File: src/rtl/dss_pkg.sv
// ----------------------------------------------------------------------------
// dss_pkg
// Shared codes, defaults and types for the split dual stack.
// ----------------------------------------------------------------------------
`default_nettype none

package dss_pkg;

    // default geometry
    localparam int DEF_HALF_DEPTH  = 8;
    localparam int DEF_VALUE_WIDTH = 32;

    // fixed port widths
    localparam int FIELD_W = 32;

    // operation codes
    localparam logic OP_PUSH = 1'b0;
    localparam logic OP_POP  = 1'b1;

    // stack selection codes
    localparam logic [1:0] STACK_LOWER = 2'd1;
    localparam logic [1:0] STACK_UPPER = 2'd2;

    // result status codes
    localparam logic [1:0] ST_OK      = 2'd0;
    localparam logic [1:0] ST_FULL    = 2'd1;
    localparam logic [1:0] ST_EMPTY   = 2'd2;
    localparam logic [1:0] ST_NOSTACK = 2'd3;

    // decoded request from the pointer logic
    typedef struct packed {
        logic       wr_en;
        logic       rd_en;
        logic       pop_ok;
        logic [1:0] status;
    } dss_req_t;

endpackage

`default_nettype wire

File: src/rtl/dss_ctrl.sv
// ----------------------------------------------------------------------------
// dss_ctrl
// Stack pointers: decodes a request, checks full/empty and forms the address.
// ----------------------------------------------------------------------------
`default_nettype none

module dss_ctrl
    import dss_pkg::*;
#(
    parameter int HALF_DEPTH = DEF_HALF_DEPTH,
    parameter int ADDR_W     = $clog2(2 * HALF_DEPTH)
)
(
    input  wire logic              clk,
    input  wire logic              rst_n,
    input  wire logic              accept,
    input  wire logic              operation,
    input  wire logic [1:0]        stack_number,
    output dss_req_t               req,
    output logic      [ADDR_W-1:0] addr
);

    localparam int CW = $clog2(HALF_DEPTH + 1);
    localparam logic [CW-1:0]     CNT_FULL = CW'(HALF_DEPTH);
    localparam logic [ADDR_W-1:0] TOP_ADDR = ADDR_W'(2 * HALF_DEPTH - 1);

    logic [CW-1:0] lower_count_reg, lower_count_next;
    logic [CW-1:0] upper_count_reg, upper_count_next;
    logic [CW-1:0] cnt;
    logic [CW-1:0] idx;
    logic          sel_lower;
    logic          sel_upper;

    // request decode
    always_comb
    begin
        sel_lower        = (stack_number == STACK_LOWER);
        sel_upper        = (stack_number == STACK_UPPER);
        cnt              = sel_lower ? lower_count_reg : upper_count_reg;
        lower_count_next = lower_count_reg;
        upper_count_next = upper_count_reg;
        req.wr_en        = 1'b0;
        req.rd_en        = 1'b0;
        req.pop_ok       = 1'b0;
        req.status       = ST_OK;
        idx              = cnt;

        if (!sel_lower && !sel_upper)
        begin
            req.status = ST_NOSTACK;
        end
        else if (operation == OP_PUSH)
        begin
            if (cnt >= CNT_FULL)
            begin
                req.status = ST_FULL;
            end
            else
            begin
                req.wr_en = 1'b1;
                if (sel_lower)
                    lower_count_next = lower_count_reg + 1'b1;
                else
                    upper_count_next = upper_count_reg + 1'b1;
            end
        end
        else
        begin
            if (cnt == '0)
            begin
                req.status = ST_EMPTY;
            end
            else
            begin
                idx        = cnt - 1'b1;
                req.rd_en  = 1'b1;
                req.pop_ok = 1'b1;
                if (sel_lower)
                    lower_count_next = lower_count_reg - 1'b1;
                else
                    upper_count_next = upper_count_reg - 1'b1;
            end
        end

        // lower stack grows up from word 0, upper stack down from the top word
        addr = sel_lower ? ADDR_W'(idx) : (TOP_ADDR - ADDR_W'(idx));
    end

    // pointer registers, moved only on an accepted item
    always_ff @(posedge clk or negedge rst_n)
    begin
        if (!rst_n)
        begin
            lower_count_reg <= '0;
            upper_count_reg <= '0;
        end
        else if (accept)
        begin
            lower_count_reg <= lower_count_next;
            upper_count_reg <= upper_count_next;
        end
    end

endmodule

`default_nettype wire

File: src/rtl/dss_store.sv
// ----------------------------------------------------------------------------
// dss_store
// Shared word store: one write and one registered read per cycle, sharing one address.
// ----------------------------------------------------------------------------
`default_nettype none

module dss_store
    import dss_pkg::*;
#(
    parameter int DEPTH  = 2 * DEF_HALF_DEPTH,
    parameter int ADDR_W = $clog2(DEPTH),
    parameter int DATA_W = DEF_VALUE_WIDTH
)
(
    input  wire logic              clk,
    input  wire logic              wr_en,
    input  wire logic              rd_en,
    input  wire logic [ADDR_W-1:0] addr,
    input  wire logic [DATA_W-1:0] wdata,
    output logic      [DATA_W-1:0] rdata
);

    logic [DATA_W-1:0] mem [DEPTH];
    logic [DATA_W-1:0] rdata_reg;

    // write port
    always_ff @(posedge clk)
    begin
        if (wr_en)
            mem[addr] <= wdata;
    end

    // registered read, held until the next read
    always_ff @(posedge clk)
    begin
        if (rd_en)
            rdata_reg <= mem[addr];
    end

    assign rdata = rdata_reg;

endmodule

`default_nettype wire

File: src/rtl/split_dual_stack.sv
// ----------------------------------------------------------------------------
// split_dual_stack
// Two LIFO stacks in one shared store, one growing up and one growing down.
// ----------------------------------------------------------------------------
// An accepted item's result enters the output register at the accepting edge.
// Throughput: one item per cycle while no result waits on out_ready; the pointer
// update and the single store access for an item complete at the accepting edge.
// Reset: rst_n clears both stack pointers and the output valid; store words
// stay undefined until pushed, and no clearing pass is needed.
`default_nettype none

module split_dual_stack
    import dss_pkg::*;
#(
    parameter int HALF_DEPTH  = DEF_HALF_DEPTH,
    parameter int VALUE_WIDTH = DEF_VALUE_WIDTH
)
(
    input  wire logic                      clk,
    input  wire logic                      rst_n,
    input  wire logic                      in_valid,
    output logic                           in_ready,
    input  wire logic                      operation,
    input  wire logic [1:0]                stack_number,
    input  wire logic signed [FIELD_W-1:0] push_value,
    output logic                           out_valid,
    input  wire logic                      out_ready,
    output logic [1:0]                     status,
    output logic signed [FIELD_W-1:0]      pop_value
);

    localparam int DEPTH  = 2 * HALF_DEPTH;
    localparam int ADDR_W = $clog2(DEPTH);
    // bits of a pushed value that are kept
    localparam int SW = (VALUE_WIDTH < FIELD_W) ? VALUE_WIDTH : FIELD_W;

    dss_req_t          req;
    logic [ADDR_W-1:0] addr;
    logic [SW-1:0]     rdata;
    logic              accept;
    logic              valid_reg;
    logic [1:0]        status_reg;
    logic              pop_ok_reg;

    assign in_ready = !valid_reg || out_ready;
    assign accept   = in_valid && in_ready;

    // pointers and request decode
    dss_ctrl #(
        .HALF_DEPTH (HALF_DEPTH),
        .ADDR_W     (ADDR_W)
    ) u_ctrl (
        .clk          (clk),
        .rst_n        (rst_n),
        .accept       (accept),
        .operation    (operation),
        .stack_number (stack_number),
        .req          (req),
        .addr         (addr)
    );

    // shared store
    dss_store #(
        .DEPTH  (DEPTH),
        .ADDR_W (ADDR_W),
        .DATA_W (SW)
    ) u_store (
        .clk   (clk),
        .wr_en (accept && req.wr_en),
        .rd_en (accept && req.rd_en),
        .addr  (addr),
        .wdata (push_value[SW-1:0]),
        .rdata (rdata)
    );

    // output valid
    always_ff @(posedge clk or negedge rst_n)
    begin
        if (!rst_n)
            valid_reg <= 1'b0;
        else if (in_ready)
            valid_reg <= in_valid;
    end

    // result payload
    always_ff @(posedge clk)
    begin
        if (accept)
        begin
            status_reg <= req.status;
            pop_ok_reg <= req.pop_ok;
        end
    end

    assign out_valid = valid_reg;
    assign status    = status_reg;
    assign pop_value = pop_ok_reg ? $signed(FIELD_W'(rdata)) : '0;

    // a waiting result holds off the input
    a_stall_blocks: assert property (@(posedge clk) disable iff (!rst_n)
        (out_valid && !out_ready) |-> !in_ready)
        else $error("input taken while result stalled");

    // only a good pop carries a value
    a_value_zero: assert property (@(posedge clk) disable iff (!rst_n)
        (out_valid && status != ST_OK) |-> (pop_value == '0))
        else $error("value on a failed request");

    // a bad stack number gives the matching status
    a_nostack: assert property (@(posedge clk) disable iff (!rst_n)
        (accept && stack_number != STACK_LOWER && stack_number != STACK_UPPER)
        |=> (out_valid && status == ST_NOSTACK))
        else $error("bad stack number not reported");

endmodule

`default_nettype wire
File: config.mk
export PLATFORM = sky130hd
export DESIGN_NAME = split_dual_stack
export DESIGN_NICKNAME = d
export VERILOG_FILES = /design/src/rtl/dss_pkg.sv /design/src/rtl/dss_ctrl.sv /design/src/rtl/dss_store.sv /design/src/rtl/split_dual_stack.sv
export SDC_FILE = /design/constraint.sdc
export NUM_CORES = 1
export LEC_CHECK = 0
export ABC_AREA = 1
export BUFFER_PORTS_ARGS = -buffer_cell sky130_fd_sc_hd__buf_2
export CORE_MARGIN = 2
export CORE_UTILIZATION = 55
export CTS_CLUSTER_SIZE = 30
export DETAILED_ROUTE_END_ITERATION = 12
export PLACE_DENSITY = 0.73
export SKIP_LAST_GASP = 1
export SYNTH_ARGS = -nofsm -noshare
export SYNTH_HDL_FRONTEND = slang
export SYNTH_SLANG_ARGS = --single-unit
export TNS_END_PERCENT = 10
File: constraint.sdc
create_clock -name clk -period 4.05 [get_ports clk]
set_input_delay 0.6075 -clock clk [delete_from_list [all_inputs] [get_ports clk]]
set_output_delay 0.6075 -clock clk [all_outputs]
set_load 0.05 [all_outputs]
### Yosys cells after proc, flatten, opt, wreduce, memory -nomap -nowiden

Memory sizes are Yosys's and may differ from the RTL's. A register that Yosys moved wholly into a read port is not among the register bits.
Index checks and enable logic that the tools add are counted.

| operators by class | value |
|---|---|
| add/sub/neg operators | 6 |
| order comparisons | 1 |
| equal/unequal tests | 4 |
| muxes and demuxes | 26 |
| bitwise operators | 3 |
| reductions and logical operators | 12 |

Operator list:

| operator | number |
|---|---|
| $mux 4 | 15 |
| $mux 32 | 1 |
| $sub 4x1->4 const B | 3 |
| $reduce_and 5->1 | 2 |
| $add 4x1->4 const B | 2 |
| $mux 2 | 4 |
| $mux 1 | 5 |
| $ge 4x4->1 const B | 1 |
| $logic_and 1x1->1 | 4 |
| $logic_not 4->1 | 1 |
| $ne 2x2->1 const B | 2 |
| $sub 4x4->4 const A | 1 |
| $logic_not 1->1 | 3 |
| $mux 3 | 1 |
| $not 1->1 | 3 |
| $eq 2x1->1 const B | 1 |
| $eq 2x2->1 const B | 1 |
| $reduce_or 2->1 | 1 |
| $logic_or 1x1->1 | 1 |

| storage, ports and cells | value |
|---|---|
| flip-flop bits (word level) | 12 |
| memory bits (writable) | 512 |
| output and inout port bits | 36 |
| logic and storage cells | 58 |
| memories kept | 1 |

Memories:

| memory | words | width | read ports | clocked after Yosys merged registers in | wr ports | RTL line | text |
|---|---|---|---|---|---|---|---|
| u_store.mem | 16 | 32 | 1 | 1 | 1 | dss_store.sv:23 | `logic [DATA_W-1:0] mem [DEPTH];` |

### Logic depth before layout (Yosys ltp)

Gate-level depths: netlist of run 1.

| depth | value |
|---|---|
| depth after elaboration | 9 |
| depth in mapped cells | 20 |
| mapped depth without buffers | 18 |

### Modules after synthesis

Synthesis of run 1 repeated with hierarchy kept, for this count alone.

| unflattened totals | value |
|---|---|
| cell total of the unflattened synthesis | 2,318 |
| area, all modules | 23,884.2 µm² |

By module, submodules not included:

| module | instances | cells each | area an instance (µm²) | sequential area each (µm²) |
|---|---|---|---|---|
| dss_store | 1 | 2,113 | 22,534.1 | 16,335.7 |
| dss_ctrl | 1 | 125 | 927.1 | 200.2 |
| split_dual_stack | 1 | 80 | 422.9 | 115.1 |

### Worst setup path after synthesis of run 1

OpenSTA, ideal clock, no wires.

| path | value |
|---|---|
| path kind | input to register |
| from | input stack_number[1] |
| to | register u_store.rdata_reg[0], in the netlist u_store.rdata[0] (read register of u_store.mem), enable pin |
| arrival time | 3,614 ps |
| data required time | 3,589 ps |
| slack | -25 ps |
| stages | 9 |
| path through | inv_1 -> ha_1 -> inv_2 -> nand2_1 -> nand2_1 -> nor2_1 -> nand2_1 -> inv_1 -> nor3_1 |

RTL lines:

| what | RTL line | text |
|---|---|---|
| start, declared | split_dual_stack.sv:24 | `input wire logic [1:0] stack_number,` |
| $eq 2x1->1 | dss_ctrl.sv:37 | `sel_lower = (stack_number == STACK_LOWER);` |
| $mux 4 | dss_ctrl.sv:39 | `cnt = sel_lower ? lower_count_reg : upper_count_reg;` |
| $logic_not 4->1 | dss_ctrl.sv:69 | `if (cnt == '0)` |
| $mux 2 | dss_ctrl.sv:69 |  |
| $mux 2 | dss_ctrl.sv:52 | `else if (operation == OP_PUSH)` |
| $mux 3 * | dss_ctrl.sv:48 | `if (!sel_lower && !sel_upper)` |
| $logic_and 1x1->1 * | split_dual_stack.sv:70 | `.rd_en (accept && req.rd_en),` |
| net u_store.rd_en | dss_store.sv:17 | `input wire logic rd_en,` |
| end, declared | dss_store.sv:24 | `logic [DATA_W-1:0] rdata_reg;` |

Mark *: on every way through the listed nets, which the timed path passes. The rest lies on a longest branch.
A chain may end at the register's enable or synchronous reset.

### Worst setup path after layout of run 1

| path | value |
|---|---|
| from | input stack_number[1] |
| to | register u_store.rdata_reg[16], in the netlist u_store.rdata[16] (read register of u_store.mem) (data pin) |

| between the ends | value |
|---|---|
| word-level cells in the longest chain between the ends | 8 |

Ends and longest elaborated chain:

| what | RTL line | text |
|---|---|---|
| $eq 2x1->1 | dss_ctrl.sv:37 |  |
| $mux 4 | dss_ctrl.sv:39 |  |
| $sub 4x1->4 / $logic_not 4->1 (equally long branches) | dss_ctrl.sv:75, dss_ctrl.sv:69 |  |
| $mux 4 | dss_ctrl.sv:69 |  |
| $mux 4 | dss_ctrl.sv:52 |  |
| $mux 4 | dss_ctrl.sv:48 |  |
| $sub 4x4->4 | dss_ctrl.sv:86 | `addr = sel_lower ? ADDR_W'(idx) : (TOP_ADDR - ADDR_W'(idx));` |
| $mux 4 | dss_ctrl.sv:86 |  |

Parallel ways exist; a longest one is shown, timed or not.

==> impl_metrics.env, run 1 <==
export IMPL_status="finished, final reports clean"
export IMPL_critPathCaptureType="flop"
export IMPL_die_y_um=212
export IMPL_routed_wl_um=60100
export IMPL_drive_gt1_frac=0.104
export IMPL_worst_slew_pin_slew_ns=0.715
export IMPL_p_per_area_mw_per_mm2=642
export IMPL_vias=16600
export IMPL_ant_nets=0
export IMPL_cp_common_cell="nand2_1"
export IMPL_fin_skew_ns=0.0215
export IMPL_synth_warnings=0
export IMPL_syn_avg_cell_area_um2=10.7
export IMPL_io_pins=75
export IMPL_p_leak_uw=0.0110
export IMPL_drtPass1Iterations=6
export IMPL_cts_tree="done"
export IMPL_finalSetupViolations=0
export IMPL_fin_nets=2344
export IMPL_grt_pass1_vias=16300
export IMPL_dieArea_mm2=0.0449
export IMPL_area_growth_pct=12.5
export IMPL_syn_nets=2281
export IMPL_antenna_found_initial=2
export IMPL_clkLatencyLatePin_ns=0.61
export IMPL_die_x_um=212
export IMPL_synth_seq_cells=556
export IMPL_largest_reg_flops=512
export IMPL_cts_buffers=56
export IMPL_drv_slew=0
export IMPL_drt_initial_drc_count=2010
export IMPL_ir_worst_vdd_mv=0.443
export IMPL_cts_sinks=556
export IMPL_cts_root_buffer="clkbuf_16"
export IMPL_viasPerCell=5.68
export IMPL_clk_pin_slew_worst_paths_ns=0.06
export IMPL_path_class="in2reg"
export IMPL_wire_per_inst_um=20.5
export IMPL_worst_path_max_delay_cell="buf_12"
export IMPL_clockBufferDepth=3
export IMPL_rsz0062_at_grt="false"
export IMPL_hpwl_um=33100
export IMPL_path_cells="buf_2 -> inv_1 -> ha_1 -> inv_2 -> nand2_1 -> nand2_1 -> nor2_1 -> nand2_1 -> nand2_1 -> nand2_4 -> buf_12 -> buf_12 -> nand3_1 -> nand2_1 -> nand2_1 -> nand3_1 -> nand3_1 -> nand2_1"
export IMPL_fmax_mhz=335
export IMPL_relSlewSlack=0.523
export IMPL_yosysSeqAreaShare=0.700
export IMPL_start_kind="primary input"
export IMPL_max_stage_delay_ns=0.42
export IMPL_finalCritPeriodShare=0.738
export IMPL_finalHoldViolCount=0
export IMPL_grt_use_total=0.272
export IMPL_path_max_fanout=103
export IMPL_post_route_min_period_ns=2.99
export IMPL_syn_inst=2233
export IMPL_initial_utilization=0.555
export IMPL_fin_tns_setup_ns=0
export IMPL_crit_required_ns=4.49
export IMPL_cts_resized=0
export IMPL_coreArea_mm2=0.0429
export IMPL_drv_cap=0
export IMPL_grt_max_degree=129
export IMPL_synth_area_mm2=0.0238
export IMPL_route_detailed_drc=0
export IMPL_port_buffers=74
export IMPL_hold_path_class="in2reg"
export IMPL_gp_routability_congestion=0.868
export IMPL_cp_data_arrival_time_ns=3.43
export IMPL_grt_overflow=0
export IMPL_rows=76
export IMPL_ys_types=23
export IMPL_cts_max_level=2
export IMPL_grt_pass1_wl_um=91700
export IMPL_utilization=0.624
## what timing repair did
action,4_1_cts,5_1_grt
buffers inserted,0,0
endpoints found under the setup margin,0,0
endpoints found under the hold margin,9,0
hold buffers,1,0
## cell type report
type	count	area, um2
clock buffers	71	1480
multi-input cells	1461	6360
repair buffers	137	996
diodes	2	5.00
flip-flops and latches	556	16700
well taps	585	732
inverters	84	318
fillers	3294	16100
clock inverters	32	228
## cells by family after synthesis
group           Yosys count  share of synthesized area
fa+ha+maj                 9                    0.00536
buf+inv                 216                     0.0412
xor+xnor                  9                    0.00363
flops                   556                      0.700
compound gates            8                    0.00168
simple gates           1435                      0.248
## report_power, final
part | internal, uW | leakage, uW | switching, uW
registers | 6590 | 0.00503 | 81.5
logic | 1550 | 0.00516 | 4090
clock network | 2760 | 0.000830 | 2120
total | 10900 | 0.0110 | 6290
## layout by cell type (no fill, tap or decap)
cell           synthesis  routed
nand3_4                0       2
clkbuf_1              16      14
clkinvlp_4             0       2
nand3_1              392     391
buf_12                 0      12
clkinv_2               0       9
a21oi_1                3       3
xor2_4                 0       1
o21ai_0                5       5
clkbuf_16              0      57
nor2_2                 2       1
nand2_1             1009    1007
dfrtp_1                9       9
nand2_2                4       1
inv_1                 78      78
bufinv_16              0       3
dlygate4sd3_1          0       1
nand3_2                2       1
clkinv_4               0       2
inv_4                  0       1
buf_4                 14      50
fa_1                   2       2
ha_1                   7       7
nor2_1                24       8
xor2_1                 8       8
clkinv_1               2      18
edfxtp_1             547     547
nor2_4                 1      18
buf_2                 93      74
diode_2                0       2
inv_2                  4       3
nand2_4                0       5
nor3_4                 0       1
## metal layers
metal	track usage	routed length, um
met1	0.366	24000
met2	0.435	28300
met3	0.0582	5790
met4	0.110	1960
met5	0	0
## through the flow
stage          instance area [um2]  setup WS (ns)  total power, uW  hold WS [ns]  instances
6_report                     26800           1.06            17200         0.271       2928
3_3_place_gp                 25100          0.670            12200         0.465       2822
4_1_cts                      26800           1.18            17200         0.246       2926
2_1_floorplan                23800         0.0970            10700         0.312       2233
3_5_place_dp                 25100          0.573            12300         0.461       2822
5_1_grt                      26800          0.885            18100         0.297       2928
## worst paths after layout
kind / from / slack, ns / end / depth (start not counted)
worst min register to register: u_ctrl.lower_count_reg[3] / 0.48 / u_ctrl.lower_count_reg[3] / 1
worst min-delay path: out_ready / 0.27 / out_valid / 4
min in group asynchronous: rst_n / 0.37 / u_ctrl.lower_count_reg[2] / 2
worst max-delay path: stack_number[1] / 1.06 / u_store.rdata[16] / 18
worst max register to register: u_ctrl.lower_count_reg[1] / 1.21 / u_store.rdata[16] / 14
max in group asynchronous: rst_n / 3.49 / u_ctrl.lower_count_reg[1] / 2
## Yosys cell counts
| cell | n | area, um2 |
|---|---|---|
| inv_2 | 4 | 15.0 |
| o21ai_0 | 5 | 25.0 |
| buf_4 | 14 | 105 |
| dfrtp_1 | 9 | 225 |
| nand3_1 | 392 | 1960 |
| nor3_1 | 1 | 5.00 |
| nand3_2 | 2 | 20.0 |
| nand2_1 | 1009 | 3790 |
| xor2_1 | 8 | 70.1 |
| nand2_2 | 4 | 25.0 |
| nor2_1 | 24 | 90.1 |
| xor2_2 | 1 | 16.3 |
| fa_1 | 2 | 40.0 |
| edfxtp_1 | 547 | 16400 |
| clkbuf_1 | 16 | 60.1 |
| nor2_2 | 2 | 12.5 |
| a21oi_1 | 3 | 15.0 |
| nor2_4 | 1 | 11.3 |
| buf_2 | 93 | 465 |
| clkinv_1 | 2 | 7.51 |
| buf_1 | 9 | 33.8 |
| inv_1 | 78 | 293 |
| ha_1 | 7 | 87.6 |
## critical path, delay by kind of cell
family / cells / cell delay [ns]
and+or+nand+nor: 12 / 1.47
buffers and inverters: 5 / 1.04
adders and majority gates: 1 / 0.23
Power figures use the tool's default switching activity.
==> run 2, diff against run 1 <==
==> constraint.sdc (replaced) <==
create_clock -name clk -period 2.8 [get_ports clk]
set_input_delay 0.42 -clock clk [delete_from_list [all_inputs] [get_ports clk]]
set_output_delay 0.42 -clock clk [all_outputs]
set_load 0.05 [all_outputs]
==> run 2 against run 1 <==
Effect of this change: critical path depth decreased by 8; combinational power increased by 60%; register-to-register slack got worse by 0.83 ns; global-route usage increased by 1.2 points; non-clock buffer count increased by 56; worst setup slack got worse by 0.68 ns; largest cell class unchanged; largest power group unchanged.
==> impl_metrics.env, run 2 (synthesized netlist as in run 1, its figures left out) <==
export IMPL_status="finished, final reports clean"
export IMPL_drv_slew=0
export IMPL_critPathCaptureType="flop"
export IMPL_cts_sinks=556
export IMPL_path_class="reg2reg"
export IMPL_globalRouteMet1Util=0.388
export IMPL_grt_max_degree=77
export IMPL_routed_wl_um=62500
export IMPL_drtPass1Iterations=5
export IMPL_io_pins=75
export IMPL_clkLatencyLatePin_ns=0.62
export IMPL_die_y_um=212
export IMPL_gp_routability_congestion=0.885
export IMPL_post_route_min_period_ns=2.42
export IMPL_dieArea_mm2=0.0449
export IMPL_pwr_share_clk=0.293
export IMPL_use_met3=0.0443
export IMPL_die_x_um=212
export IMPL_finalCritPeriodShare=0.863
export IMPL_grt_use_total=0.284
export IMPL_swShare=0.356
export IMPL_multi_input_area_mm2=0.00638
export IMPL_rows=76
export IMPL_start_kind="flop"
export IMPL_fin_skew_ns=0.0305
export IMPL_cts_tree="done"
export IMPL_viasPerCell=5.76
export IMPL_fmax_mhz=414
export IMPL_initial_utilization=0.555
export IMPL_n_fill_cell=3149
export IMPL_busiest_layer="met2"
export IMPL_postCtsHoldBufs=1
export IMPL_fin_nets=2399
export IMPL_regToRegSetupSlack_ns=0.38
export IMPL_area_growth_pct=17.5
export IMPL_cts_max_level=2
export IMPL_hold_path_class="in2reg"
export IMPL_p_leak_uw=0.0116
export IMPL_port_buffers=74
export IMPL_drv_cap=0
export IMPL_cts_resized=0
export IMPL_p_per_area_mw_per_mm2=945
export IMPL_fin_tns_setup_ns=0
export IMPL_coreArea_mm2=0.0429
export IMPL_cp_data_arrival_time_ns=2.70
export IMPL_cts_root_buffer="clkbuf_16"
export IMPL_ant_nets=0
export IMPL_clockBufferDepth=3
export IMPL_drive_gt1_frac=0.133
export IMPL_grt_pass1_vias=16900
export IMPL_seqCellArea_mm2=0.0167
export IMPL_cts_setup_buffers=0
export IMPL_finalSetupViolations=0
export IMPL_final_cell_mix="nand2_1 (1003), edfxtp_1 (547), nand3_1 (391)"
export IMPL_antenna_cells=0
export IMPL_timing_rr_start="u_ctrl.lower_count_reg[1]"
export IMPL_power_total_uw=26400
export IMPL_worst_slew_pin_slew_ns=0.495
export IMPL_relSlewSlack=0.670
export IMPL_hpwl_um=37100
export IMPL_p_seq_frac=0.366
export IMPL_grt_overflow=0
export IMPL_rsz0062_at_grt="false"
export IMPL_grtUsageMet2=0.457
export IMPL_antenna_found_initial=0
export IMPL_cp_startpoint="u_ctrl.lower_count_reg[1]"
export IMPL_drt_initial_drc_count=1954
export IMPL_grt_pass1_wl_um=95900
export IMPL_crit_required_ns=3.09
export IMPL_cts_buffers=55
export IMPL_wire_per_inst_um=20.9
export IMPL_power_share_combinational=0.342
export IMPL_vias=17200
export IMPL_route_detailed_drc=0
export IMPL_path_max_fanout=24
export IMPL_ir_worst_vdd_mv=0.616
export IMPL_hp_start="out_ready"
export IMPL_finalHoldViolCount=0
export IMPL_clk_pin_slew_worst_paths_ns=0.06
export IMPL_final_common_cell="nand2_1"
export IMPL_power_switching_uw=9400
export IMPL_p_int_uw=17000
export IMPL_largest_reg_flops=512
## run 2: cell count changes in the layout (fill, tap and decap cells not counted), moves of 2 or more
cell / change
buf_12: +45
buf_4: +11
bufinv_16: +6
clkinv_1: -13
clkinv_2: +4
clkinvlp_4: +2
diode_2: -2
inv_6: +2
nand2_1: -4
nand2_2: +3
## run 2: routing by layer
metal | up-vias | wire [um] | share of wire
met1 | 8246 | 24700 | 0.39
met2 | 992 | 29500 | 0.47
met3 | 161 | 5930 | 0.095
met5 | - | 0 | 0
li1 | 7764 | - | -
met4 | 0 | 2330 | 0.037
## run 2: final cells by class
cell class,count,area share
Tap cell,585,0.0262
Clock buffer,70,0.0528
Timing Repair Buffer,193,0.0708
Multi-Input combinational cell,1461,0.228
Sequential cell,556,0.596
Inverter,84,0.0114
Clock inverter,33,0.0151
## run 2: path summary, 6_finish.rpt
| path | end | cells past startpoint |
|---|---|---|
| min in group asynchronous | u_ctrl.upper_count_reg[0] | 2 |
| worst min register to register | u_ctrl.lower_count_reg[3] | 1 |
| worst max-delay path | u_store.mem[7][1] | 10 |
| max in group asynchronous | u_ctrl.upper_count_reg[1] | 2 |
| worst min-delay path | out_valid | 4 |
| worst max register to register | u_store.mem[7][1] | 10 |
## run 2: critical path, cell delays in order (launching register included)
cell	delay [ns]
dfrtp_1	0.45
nand2_1	0.10
nand2_1	0.11
nor2_1	0.13
nand2_1	0.07
nand2_1	0.17
nand2_4	0.11
nand2_4	0.19
nand2_1	0.29
nor2_4	0.21
buf_12	0.25
## run 2: power by group through the flow
stage / sequential, uW / clock [uW] / combinational (uW)
2_1_floorplan: 9790 / 0 / 5740
3_3_place_gp: 9820 / 0 / 8690
3_5_place_dp: 9830 / 0 / 8850
4_1_cts: 9650 / 7810 / 8950
5_1_grt: 9670 / 8100 / 9970
6_report: 9660 / 7740 / 9030
## run 2: metrics by stage
step                      hold WS, ns  std cells  instance area (um2)   util  worst slack (ns)
after floorplan                 0.124       2233                23900      -            -0.148
after global placement          0.284       2878                26100  0.607            -0.152
after detailed placement        0.295       2878                26100  0.607            -0.152
after CTS                      0.0854       2982                28000  0.652             0.414
after global routing            0.131       2982                28000  0.652             0.262
final                           0.101       2982                28000  0.652             0.385
